==> src/rtl/scs1a_pkg.sv <==
// Shared types, scan code constants and key tables for the set 1 translator.
// No dependencies; imported by every module under rtl/.
`default_nettype none

package scs1a_pkg;

  localparam int FIFO_DEPTH = 4;
  localparam int FIFO_AW    = $clog2(FIFO_DEPTH);
  localparam int FIFO_CW    = $clog2(FIFO_DEPTH + 1);

  localparam logic [7:0] KEYMAP_LEN = 8'd58;

  // Scan codes
  localparam logic [7:0] SC_EXT_PREFIX = 8'hE0;
  localparam logic [6:0] SC_CTRL       = 7'h1D;
  localparam logic [6:0] SC_LSHIFT     = 7'h2A;
  localparam logic [6:0] SC_RSHIFT     = 7'h36;
  localparam logic [6:0] SC_ALT        = 7'h38;
  localparam logic [6:0] SC_KEY_D      = 7'h20;
  localparam logic [6:0] SC_E_UP       = 7'h48;
  localparam logic [6:0] SC_E_DOWN     = 7'h50;
  localparam logic [6:0] SC_E_LEFT     = 7'h4B;
  localparam logic [6:0] SC_E_RIGHT    = 7'h4D;
  localparam logic [6:0] SC_E_HOME     = 7'h47;
  localparam logic [6:0] SC_E_END      = 7'h4F;
  localparam logic [6:0] SC_E_PRTSC    = 7'h37;

  // Output characters
  localparam logic [7:0] CH_ESC      = 8'h1B;
  localparam logic [7:0] CH_LBRACKET = 8'h5B;
  localparam logic [7:0] CH_CTRL_D   = 8'h04;
  localparam logic [7:0] CTRL_MASK   = 8'h1F;
  localparam logic [7:0] CH_UP       = 8'h41;
  localparam logic [7:0] CH_DOWN     = 8'h42;
  localparam logic [7:0] CH_RIGHT    = 8'h43;
  localparam logic [7:0] CH_LEFT     = 8'h44;
  localparam logic [7:0] CH_END      = 8'h46;
  localparam logic [7:0] CH_HOME     = 8'h48;
  localparam logic [7:0] CH_PRTSC    = 8'h70;

  // One queued run of output bytes; cnt is 1..3, bytes go out b0 first
  typedef struct packed {
    logic [1:0] cnt;
    logic [7:0] b0;
    logic [7:0] b1;
    logic [7:0] b2;
  } cmd_t;

  function automatic logic [7:0] plain_map(input logic [5:0] idx);
    logic [7:0] ch;
    case (idx)
      6'd1:  ch = 8'h1B;  6'd2:  ch = 8'h31;  6'd3:  ch = 8'h32;  6'd4:  ch = 8'h33;
      6'd5:  ch = 8'h34;  6'd6:  ch = 8'h35;  6'd7:  ch = 8'h36;  6'd8:  ch = 8'h37;
      6'd9:  ch = 8'h38;  6'd10: ch = 8'h39;  6'd11: ch = 8'h30;  6'd12: ch = 8'h2D;
      6'd13: ch = 8'h3D;  6'd14: ch = 8'h7F;  6'd15: ch = 8'h09;  6'd16: ch = 8'h71;
      6'd17: ch = 8'h77;  6'd18: ch = 8'h65;  6'd19: ch = 8'h72;  6'd20: ch = 8'h74;
      6'd21: ch = 8'h79;  6'd22: ch = 8'h75;  6'd23: ch = 8'h69;  6'd24: ch = 8'h6F;
      6'd25: ch = 8'h70;  6'd26: ch = 8'h5B;  6'd27: ch = 8'h5D;  6'd28: ch = 8'h0D;
      6'd30: ch = 8'h61;  6'd31: ch = 8'h73;  6'd32: ch = 8'h64;  6'd33: ch = 8'h66;
      6'd34: ch = 8'h67;  6'd35: ch = 8'h68;  6'd36: ch = 8'h6A;  6'd37: ch = 8'h6B;
      6'd38: ch = 8'h6C;  6'd39: ch = 8'h3B;  6'd40: ch = 8'h27;  6'd41: ch = 8'h60;
      6'd43: ch = 8'h5C;  6'd44: ch = 8'h7A;  6'd45: ch = 8'h78;  6'd46: ch = 8'h63;
      6'd47: ch = 8'h76;  6'd48: ch = 8'h62;  6'd49: ch = 8'h6E;  6'd50: ch = 8'h6D;
      6'd51: ch = 8'h2C;  6'd52: ch = 8'h2E;  6'd53: ch = 8'h2F;  6'd55: ch = 8'h2A;
      6'd57: ch = 8'h20;
      default: ch = 8'h00;
    endcase
    return ch;
  endfunction

  // Only entries that differ from the plain table are listed
  function automatic logic [7:0] shifted_map(input logic [5:0] idx);
    logic [7:0] ch;
    case (idx)
      6'd2:  ch = 8'h21;  6'd3:  ch = 8'h40;  6'd4:  ch = 8'h23;  6'd5:  ch = 8'h24;
      6'd6:  ch = 8'h25;  6'd7:  ch = 8'h5E;  6'd8:  ch = 8'h26;  6'd9:  ch = 8'h2A;
      6'd10: ch = 8'h28;  6'd11: ch = 8'h29;  6'd12: ch = 8'h5F;  6'd13: ch = 8'h2B;
      6'd16: ch = 8'h51;  6'd17: ch = 8'h57;  6'd18: ch = 8'h45;  6'd19: ch = 8'h52;
      6'd20: ch = 8'h54;  6'd21: ch = 8'h59;  6'd22: ch = 8'h55;  6'd23: ch = 8'h49;
      6'd24: ch = 8'h4F;  6'd25: ch = 8'h50;  6'd26: ch = 8'h7B;  6'd27: ch = 8'h7D;
      6'd30: ch = 8'h41;  6'd31: ch = 8'h53;  6'd32: ch = 8'h44;  6'd33: ch = 8'h46;
      6'd34: ch = 8'h47;  6'd35: ch = 8'h48;  6'd36: ch = 8'h4A;  6'd37: ch = 8'h4B;
      6'd38: ch = 8'h4C;  6'd39: ch = 8'h3A;  6'd40: ch = 8'h22;  6'd41: ch = 8'h7E;
      6'd43: ch = 8'h7C;  6'd44: ch = 8'h5A;  6'd45: ch = 8'h58;  6'd46: ch = 8'h43;
      6'd47: ch = 8'h56;  6'd48: ch = 8'h42;  6'd49: ch = 8'h4E;  6'd50: ch = 8'h4D;
      6'd51: ch = 8'h3C;  6'd52: ch = 8'h3E;  6'd53: ch = 8'h3F;
      default: ch = plain_map(idx);
    endcase
    return ch;
  endfunction

endpackage

`default_nettype wire

==> src/rtl/scs1a_front.sv <==
// Front end: takes scan bytes, tracks prefix and modifier state and turns
// each byte into a queued run of output bytes. Depends on scs1a_pkg.
`default_nettype none

module scs1a_front import scs1a_pkg::*; (
  input  wire logic       clk,
  input  wire logic       rst,
  input  wire logic       in_valid,
  output logic            in_ready,
  input  wire logic [7:0] scan_byte,
  input  wire logic       q_full,
  output logic            q_push,
  output cmd_t            q_cmd
);

  logic extended_pending, extended_pending_next;
  logic shift_held, shift_held_next;
  logic ctrl_held, ctrl_held_next;
  logic alt_held, alt_held_next;

  logic       accept;
  logic       brk;
  logic [6:0] key;
  logic       emit;
  logic [7:0] ch;
  logic [7:0] letter;

  assign in_ready = !q_full;
  assign accept   = in_valid && in_ready;
  assign brk      = scan_byte[7];
  assign key      = scan_byte[6:0];
  assign q_push   = accept && emit;

  always_comb begin
    extended_pending_next = extended_pending;
    shift_held_next       = shift_held;
    ctrl_held_next        = ctrl_held;
    alt_held_next         = alt_held;
    emit                  = 1'b0;
    q_cmd                 = '0;
    ch                    = shift_held ? shifted_map(scan_byte[5:0])
                                       : plain_map(scan_byte[5:0]);
    letter                = 8'h00;

    if (scan_byte == SC_EXT_PREFIX) begin
      extended_pending_next = 1'b1;
    end else if (extended_pending) begin
      extended_pending_next = 1'b0;
      if (brk) begin
        if (key == SC_CTRL) ctrl_held_next = 1'b0;
      end else begin
        case (key)
          SC_CTRL:    ctrl_held_next = 1'b1;
          SC_E_UP:    letter = CH_UP;
          SC_E_DOWN:  letter = CH_DOWN;
          SC_E_LEFT:  letter = CH_LEFT;
          SC_E_RIGHT: letter = CH_RIGHT;
          SC_E_HOME:  letter = CH_HOME;
          SC_E_END:   letter = CH_END;
          SC_E_PRTSC: letter = CH_PRTSC;
          default:    letter = 8'h00;
        endcase
        if (letter != 8'h00) begin
          emit      = 1'b1;
          q_cmd.cnt = 2'd3;
          q_cmd.b0  = CH_ESC;
          q_cmd.b1  = CH_LBRACKET;
          q_cmd.b2  = letter;
        end
      end
    end else if (brk) begin
      if (key inside {SC_LSHIFT, SC_RSHIFT}) shift_held_next = 1'b0;
      if (key == SC_CTRL) ctrl_held_next = 1'b0;
      if (key == SC_ALT) alt_held_next = 1'b0;
    end else if (key inside {SC_LSHIFT, SC_RSHIFT}) begin
      shift_held_next = 1'b1;
    end else if (key == SC_CTRL) begin
      ctrl_held_next = 1'b1;
    end else if (key == SC_ALT) begin
      alt_held_next = 1'b1;
    end else if (ctrl_held && key == SC_KEY_D) begin
      emit      = 1'b1;
      q_cmd.cnt = 2'd1;
      q_cmd.b0  = CH_CTRL_D;
    end else if (scan_byte < KEYMAP_LEN && ch != 8'h00) begin
      emit = 1'b1;
      if (ctrl_held) ch = ch & CTRL_MASK;
      // escape prefixes: one for ctrl+shift, one for alt, then the character
      case ({ctrl_held && shift_held, alt_held})
        2'b00: begin
          q_cmd.cnt = 2'd1;
          q_cmd.b0  = ch;
        end
        2'b11: begin
          q_cmd.cnt = 2'd3;
          q_cmd.b0  = CH_ESC;
          q_cmd.b1  = CH_ESC;
          q_cmd.b2  = ch;
        end
        default: begin
          q_cmd.cnt = 2'd2;
          q_cmd.b0  = CH_ESC;
          q_cmd.b1  = ch;
        end
      endcase
    end
  end

  always_ff @(posedge clk) begin
    if (rst) begin
      extended_pending <= 1'b0;
      shift_held       <= 1'b0;
      ctrl_held        <= 1'b0;
      alt_held         <= 1'b0;
    end else if (accept) begin
      extended_pending <= extended_pending_next;
      shift_held       <= shift_held_next;
      ctrl_held        <= ctrl_held_next;
      alt_held         <= alt_held_next;
    end
  end

endmodule

`default_nettype wire

==> src/rtl/scs1a_fifo.sv <==
// Short command queue between front and back end.
// Depends on scs1a_pkg for cmd_t and the depth constants.
`default_nettype none

module scs1a_fifo import scs1a_pkg::*; (
  input  wire logic clk,
  input  wire logic rst,
  input  wire logic push,
  input  wire cmd_t push_cmd,
  output logic      full,
  input  wire logic pop,
  output logic      head_valid,
  output cmd_t      head_cmd
);

  cmd_t               entries [FIFO_DEPTH];
  logic [FIFO_AW-1:0] wr_ptr;
  logic [FIFO_AW-1:0] rd_ptr;
  logic [FIFO_CW-1:0] count;

  assign full       = (count == FIFO_CW'(FIFO_DEPTH));
  assign head_valid = (count != '0);
  assign head_cmd   = entries[rd_ptr];

  always_ff @(posedge clk) begin
    if (push) entries[wr_ptr] <= push_cmd;
  end

  always_ff @(posedge clk) begin
    if (rst) begin
      wr_ptr <= '0;
      rd_ptr <= '0;
      count  <= '0;
    end else begin
      if (push) wr_ptr <= wr_ptr + 1'b1;
      if (pop)  rd_ptr <= rd_ptr + 1'b1;
      case ({push, pop})
        2'b10:   count <= count + 1'b1;
        2'b01:   count <= count - 1'b1;
        default: count <= count;
      endcase
    end
  end

  a_no_overflow: assert property (@(posedge clk) disable iff (rst) !(push && full && !pop))
    else $error("queue written while full");
  a_no_underflow: assert property (@(posedge clk) disable iff (rst) pop |-> head_valid)
    else $error("queue read while empty");
  a_count_bound: assert property (@(posedge clk) disable iff (rst)
                                  count <= FIFO_CW'(FIFO_DEPTH))
    else $error("queue count beyond depth");

endmodule

`default_nettype wire

==> src/rtl/scs1a_back.sv <==
// Back end: walks each queued run one byte a cycle, while the receiver takes
// them, into the output register and marks the final byte. Depends on scs1a_pkg.
`default_nettype none

module scs1a_back import scs1a_pkg::*; (
  input  wire logic       clk,
  input  wire logic       rst,
  input  wire logic       head_valid,
  input  wire cmd_t       head_cmd,
  output logic            pop,
  output logic            out_valid,
  input  wire logic       out_ready,
  output logic [7:0]      char_byte,
  output logic            last_of_run
);

  logic       busy;
  cmd_t       cur;
  logic [1:0] idx;

  cmd_t       src;
  logic [1:0] src_idx;
  logic       src_valid;
  logic       load;
  logic       src_last;
  logic [7:0] src_byte;

  // Start a run straight from the queue head so single-byte runs need no bubble
  assign src       = busy ? cur : head_cmd;
  assign src_idx   = busy ? idx : 2'd0;
  assign src_valid = busy || head_valid;
  assign load      = src_valid && (!out_valid || out_ready);
  assign src_last  = (src_idx == src.cnt - 2'd1);
  assign pop       = load && !busy;

  always_comb begin
    case (src_idx)
      2'd0:    src_byte = src.b0;
      2'd1:    src_byte = src.b1;
      default: src_byte = src.b2;
    endcase
  end

  always_ff @(posedge clk) begin
    if (rst) begin
      busy      <= 1'b0;
      out_valid <= 1'b0;
    end else begin
      if (load) begin
        out_valid <= 1'b1;
        busy      <= !src_last;
      end else if (out_ready) begin
        out_valid <= 1'b0;
      end
    end
  end

  always_ff @(posedge clk) begin
    if (load) begin
      char_byte   <= src_byte;
      last_of_run <= src_last;
      cur         <= src;
      idx         <= src_idx + 2'd1;
    end
  end

  a_busy_in_range: assert property (@(posedge clk) disable iff (rst)
                                    busy |-> (idx < cur.cnt))
    else $error("run index past run length");
  a_busy_has_out: assert property (@(posedge clk) disable iff (rst) busy |-> out_valid)
    else $error("run in progress without a byte on the output");
  a_mid_run_not_last: assert property (@(posedge clk) disable iff (rst)
                                       busy |-> !last_of_run)
    else $error("last marker set while run continues");
  a_run_start: assert property (@(posedge clk) disable iff (rst)
                                pop |-> head_cmd.cnt != 2'd0)
    else $error("empty run taken from queue");

endmodule

`default_nettype wire

==> src/rtl/scancode_set1_to_ascii_top.sv <==
// Scan code set 1 to ASCII translator (US layout), top level.
// Depends on scs1a_pkg, scs1a_front, scs1a_fifo and scs1a_back.
`default_nettype none

// Takes one set 1 scan byte per transfer and returns zero to three
// character bytes, last_of_run set on the final one of each run. Cursor
// keys, Home, End and PrintScreen after the E0 prefix give ESC [ letter;
// ctrl masks to a control code, ctrl+shift and alt each prepend ESC, ctrl+D
// gives 0x04. Modifier and prefix bytes only change state. The front end
// takes a scan byte in every cycle while its four-entry run queue has room,
// so input is accepted at one per cycle in bursts; the output register
// sends one byte per cycle while out_ready is high, so a byte that yields
// several characters holds the output until all are sent, and the sustained
// scan byte rate is set by the output port. A run is written into the queue
// and then loaded from its head into the output register.
module scancode_set1_to_ascii_top import scs1a_pkg::*; (
  input  wire logic       clk,
  input  wire logic       rst,
  input  wire logic       in_valid,
  output logic            in_ready,
  input  wire logic [7:0] scan_byte,
  output logic            out_valid,
  input  wire logic       out_ready,
  output logic [7:0]      char_byte,
  output logic            last_of_run
);

  logic q_full;
  logic q_push;
  cmd_t q_cmd;
  logic q_pop;
  logic q_valid;
  cmd_t q_head;

  scs1a_front u_front (
    .clk       (clk),
    .rst       (rst),
    .in_valid  (in_valid),
    .in_ready  (in_ready),
    .scan_byte (scan_byte),
    .q_full    (q_full),
    .q_push    (q_push),
    .q_cmd     (q_cmd)
  );

  scs1a_fifo u_fifo (
    .clk        (clk),
    .rst        (rst),
    .push       (q_push),
    .push_cmd   (q_cmd),
    .full       (q_full),
    .pop        (q_pop),
    .head_valid (q_valid),
    .head_cmd   (q_head)
  );

  scs1a_back u_back (
    .clk         (clk),
    .rst         (rst),
    .head_valid  (q_valid),
    .head_cmd    (q_head),
    .pop         (q_pop),
    .out_valid   (out_valid),
    .out_ready   (out_ready),
    .char_byte   (char_byte),
    .last_of_run (last_of_run)
  );

endmodule

`default_nettype wire

==> config.mk <==
export PLATFORM = sky130hd
export DESIGN_NAME = scancode_set1_to_ascii_top
export DESIGN_NICKNAME = d
export VERILOG_FILES = /design/src/rtl/scs1a_pkg.sv /design/src/rtl/scs1a_front.sv /design/src/rtl/scs1a_fifo.sv /design/src/rtl/scs1a_back.sv /design/src/rtl/scancode_set1_to_ascii_top.sv
export SDC_FILE = /design/constraint.sdc
export NUM_CORES = 1
export LEC_CHECK = 0
export BUFFER_PORTS_ARGS = -buffer_cell sky130_fd_sc_hd__buf_2
export CAP_MARGIN = 20
export CORE_MARGIN = 10
export CORE_UTILIZATION = 45
export DETAILED_ROUTE_END_ITERATION = 16
export GPL_TIMING_DRIVEN = 0
export PLACE_DENSITY = 0.63
export SETUP_SLACK_MARGIN = 0.05
export SKIP_LAST_GASP = 1
export SYNTH_ARGS = -nofsm -noshare
export SYNTH_HDL_FRONTEND = slang
export SYNTH_HIERARCHICAL = 1
export SYNTH_SLANG_ARGS = --single-unit
==> constraint.sdc <==
create_clock -name clk -period 14.1 [get_ports clk]
set_input_delay 2.82 -clock clk [delete_from_list [all_inputs] [get_ports clk]]
set_output_delay 2.82 -clock clk [all_outputs]
set_load 0.1 [all_outputs]
==> results.toml <==
[sta]
worst_slack_ps = 6930
period_minus_slack_ps = 7170
rsz0062_at_grt = "false"
slew_viol_final = 0
finClkSkew_ps = 6.81
finalHoldViolCount = 0
setup_viol = 0
setup_tns_ps = 0
min_period_over_period_pct = 50.8
slew_headroom_pct = 38.1
max_freq_ghz = 0.139
worst_slew_pin_slew_ps = 928

[min_path]
min_path_type = "reg2reg"

[yosys]
synthArstFlopShare_pct = 0
ys_types = 82
synthSimpleGateAreaFrac_pct = 12.2
synth_seq_cells = 156
synth_edf_count = 141
synthMuxAreaShare_pct = 12.5
syn_inst = 705
yosys_warnings = 6
synth_top_area_cell = "edfxtp_1"
synth-adder-area-share_pct = 2.99
synth.avg_cell_area_um2 = 12.2
yosys-top-cells-area = "edfxtp_1 49%, mux4_2 5.2%, mux2_2 3.7%"
synth-xor-area-share_pct = 0.712
yosysSeqAreaShare_pct = 52.6
netlist_area_mm2 = 0.00861
synth_flop_cell = "edfxtp_1"
synth_compound_area_share_pct = 13.4
synth_top_family_by_area = "compound AO/OA/AOI/OAI gates"
synth_top_area_share_pct = 49.2

[critical_path]
r2r_start = "u_fifo/count[0]$_SDFFE_PP0P_"
path_class = "in2reg"
path_buf_inv = 6
crit_path_start_kind = "primary input"
worst_ep_arrival_time_ps = 7520
r2r_cells = 10
timing.rr.end = "u_fifo/count[2]$_SDFFE_PP0P_"
cp_cell_sequence = "buf_2 -> clkbuf_1 -> inv_1 -> ha_1 -> buf_2 -> buf_1 -> nand3_1 -> a31oi_1 -> o21a_1 -> o31a_4 -> nand2_1 -> a21oi_1 -> inv_1 -> ha_1 -> fa_1 -> xnor2_1 -> or3_1 -> a21oi_1"
critPathMaxStageDelay_ps = 520
cp_slowest_cell = "a31oi_1"
path_delay_family = "compound AO/OA/AOI/OAI gates"
reg2reg_slack_ps = 11230
cp.depth = 18
cp_data_required_time_ps = 14450
crit_end = "u_fifo/count[2]$_SDFFE_PP0P_"
path_max_fanout = 10
startpoint = "scan_byte[0]"
end_kind = "flop"

[grt]
grt_pass1_wl_um = 37500
grt_max_degree = 38
grt_usage_pct = 19.9
grt_pass1_vias = 6157
overflow = 0
antenna_found_initial = 0

[outcome]
status = "completed"

[final_layout]
diodes = 0
multi_input_area_mm2 = 0.00361
utilization_pct = 51.4
nets = 780
ff_latch_area_mm2 = 0.00453
fillCellCount = 1621
stdcell_count = 995
area_growth_pct = 12.1
drive_gt1_share_pct = 21.2

[detailed_routing]
drc_errors = 0
viasPerCell = 6.26
drt-wirelength-per-cell_um = 24.6
antenna_left = 0
totalWireLength_um = 24500
first_iter_violations = 522
drtPass1Iterations = 5
vias = 6233

[place]
place_hpwl_um = 17700
place_inst = 963
numPortBuffers = 19
place_worst_setup_slack_ps = 6600
place.gp.congestion = 1.00

[power_and_ir_drop]
power_w = 0.00156
power_leakage_nw = 3.37
vdd_drop_max_mv = 0.0664
power.density_mw_per_mm2 = 162

[floorplanning]
ios = 23
die_h_um = 158
core_region_area_mm2 = 0.0188
die_w_um = 158
rows = 50
start_util_pct = 45.9
die_area_mm2 = 0.0251

[clocking]
cts_repair_resize_count = 0
h-tree-depth = 4
postCtsHoldBufs = 0
clockBufferDepth = 2
cts_buffers = 17
tritoncts = "yes"
clk_pin_slew_ps = 60
ctsRootBufferMaster = "clkbuf_16"
clock_latency_ps = 410
clkSinkCount = 156
post_cts_buffers = 0

[job]
drv_cap = 0
==> tightest hold or removal path: cells and delay by family, from the launching register on <==
kind               cells  cell delay, ps
AOI/OAI and AO/OA      2             130
DFF                    1             320
==> state kept, by name, summed over array words and instances, names as in the netlist, named ones only <==
| signal | cells |
|---|---|
| u_back/busy | 1 |
| u_front/ctrl_held | 1 |
| u_back/cur | 26 |
| u_fifo/count | 3 |
| u_front/extended_pending | 1 |
| u_fifo/wr_ptr | 2 |
| u_back/last_of_run | 1 |
| u_back/char_byte | 8 |
| u_front/alt_held | 1 |
| u_back/idx | 2 |
| u_fifo/rd_ptr | 2 |
| u_back/out_valid | 1 |
| u_fifo/entries | 104 |
| u_front/shift_held | 1 |
==> final cells by class <==
class                   instances  share of cell area, %
plain buffers                  56                   4.16
clock buffers                  19                   4.48
clock inverters                13                   1.30
inverters                      20                  0.778
multi-input cells             475                   37.4
flip-flops and latches        156                   47.0
well taps                     234                   3.03
repair buffers                 22                   1.84
==> Yosys cell counts (3+ instances only) <==
cell / instances
nand4_1: 3
a22oi_1: 11
mux2_2: 28
buf_2: 18
o32ai_1: 5
buf_4: 13
a21o_1: 3
mux4_2: 20
o21ai_0: 40
a31o_1: 3
nand3b_1: 3
a221oi_1: 3
nor3_1: 22
clkbuf_1: 10
xor2_1: 3
nand2_1: 34
a311oi_1: 5
inv_1: 19
ha_1: 19
nand2b_1: 19
mux4_1: 6
nor3b_1: 4
a21oi_1: 49
edfxtp_1: 141
dfxtp_1: 15
or3_1: 3
nand3_1: 19
a31oi_1: 9
and2_1: 8
o22ai_1: 6
a2111oi_0: 6
buf_6: 10
or2_2: 3
o21a_1: 4
nor2b_1: 17
a211oi_1: 7
nor2_1: 49
xnor2_1: 4
mux2i_1: 12
==> metrics by stage <==
| step | hold slack (ps) | instance area, µm² |
|---|---|---|
| after detailed placement | 488 | 9090 |
| after floorplan | 461 | 8620 |
| after global placement | 473 | 9010 |
| final | 500 | 9650 |
| after CTS | 498 | 9650 |
| after global routing | 565 | 9650 |
==> placed cells by master (no fill, tap or decap), drive strengths merged, types with 4 or more instances in the layout <==
master,count
nor3,22
xnor2,4
nand2b,19
mux2,30
nor3b,4
buf,67
ha,19
and2,9
a21oi,49
a311oi,5
inv,20
o21a,4
a2111oi,6
a22oi,11
clkinv,7
nand3,19
mux2i,12
nand4,4
o32ai,5
a211oi,8
o21ai,43
dfxtp,15
mux4,26
clkbuf,30
clkinvlp,4
nor2b,17
a31oi,9
nor2,50
o22ai,6
nand2,36
edfxtp,141
==> power breakdown <==
part           switching, W  leakage, nW  internal, W
clock              0.000169        0.262     0.000258
combinational      0.000334         1.62     0.000158
sequential        0.0000285         1.49     0.000614
total              0.000531         3.37      0.00103
==> routing by layer <==
| layer | track usage [%] | share of wire, % |
|---|---|---|
| met5 | 0 | 0 |
| met2 | 32.3 | 49 |
| met1 | 24.3 | 41 |
| met3 | 4.37 | 5.5 |
| met4 | 10.4 | 4.6 |
==> how the worst min path moves through the flow <==
| stage | startpoint | end | cells after the start |
|---|---|---|---|
| after global routing | u_front/alt_held$_SDFFE_PP0P_ | u_front/alt_held$_SDFFE_PP0P_ | 2 |
| after CTS | u_fifo/count[2]$_SDFFE_PP0P_ | u_fifo/count[2]$_SDFFE_PP0P_ | 2 |
| after global placement | u_fifo/count[2]$_SDFFE_PP0P_ | u_fifo/count[2]$_SDFFE_PP0P_ | 2 |
| after floorplan | u_fifo/count[2]$_SDFFE_PP0P_ | u_fifo/count[2]$_SDFFE_PP0P_ | 2 |
| after detailed placement | u_fifo/count[2]$_SDFFE_PP0P_ | u_fifo/count[2]$_SDFFE_PP0P_ | 2 |
| final | u_fifo/count[2]$_SDFFE_PP0P_ | u_fifo/count[2]$_SDFFE_PP0P_ | 2 |
==> cells by family (layout without fill, tap and decap cells) <==
logic type / after synthesis / after routing
AND/OR/NAND/NOR: 200 / 200
AO/OA/AOI/OAI: 177 / 177
flip-flops: 156 / 156
buffers and inverters: 76 / 130
multiplexers: 68 / 68
adder cells (fa/ha/maj): 20 / 20
XOR/XNOR: 7 / 7
other: 1 / 3
Note: power is estimated with default switching activity, not from simulation.
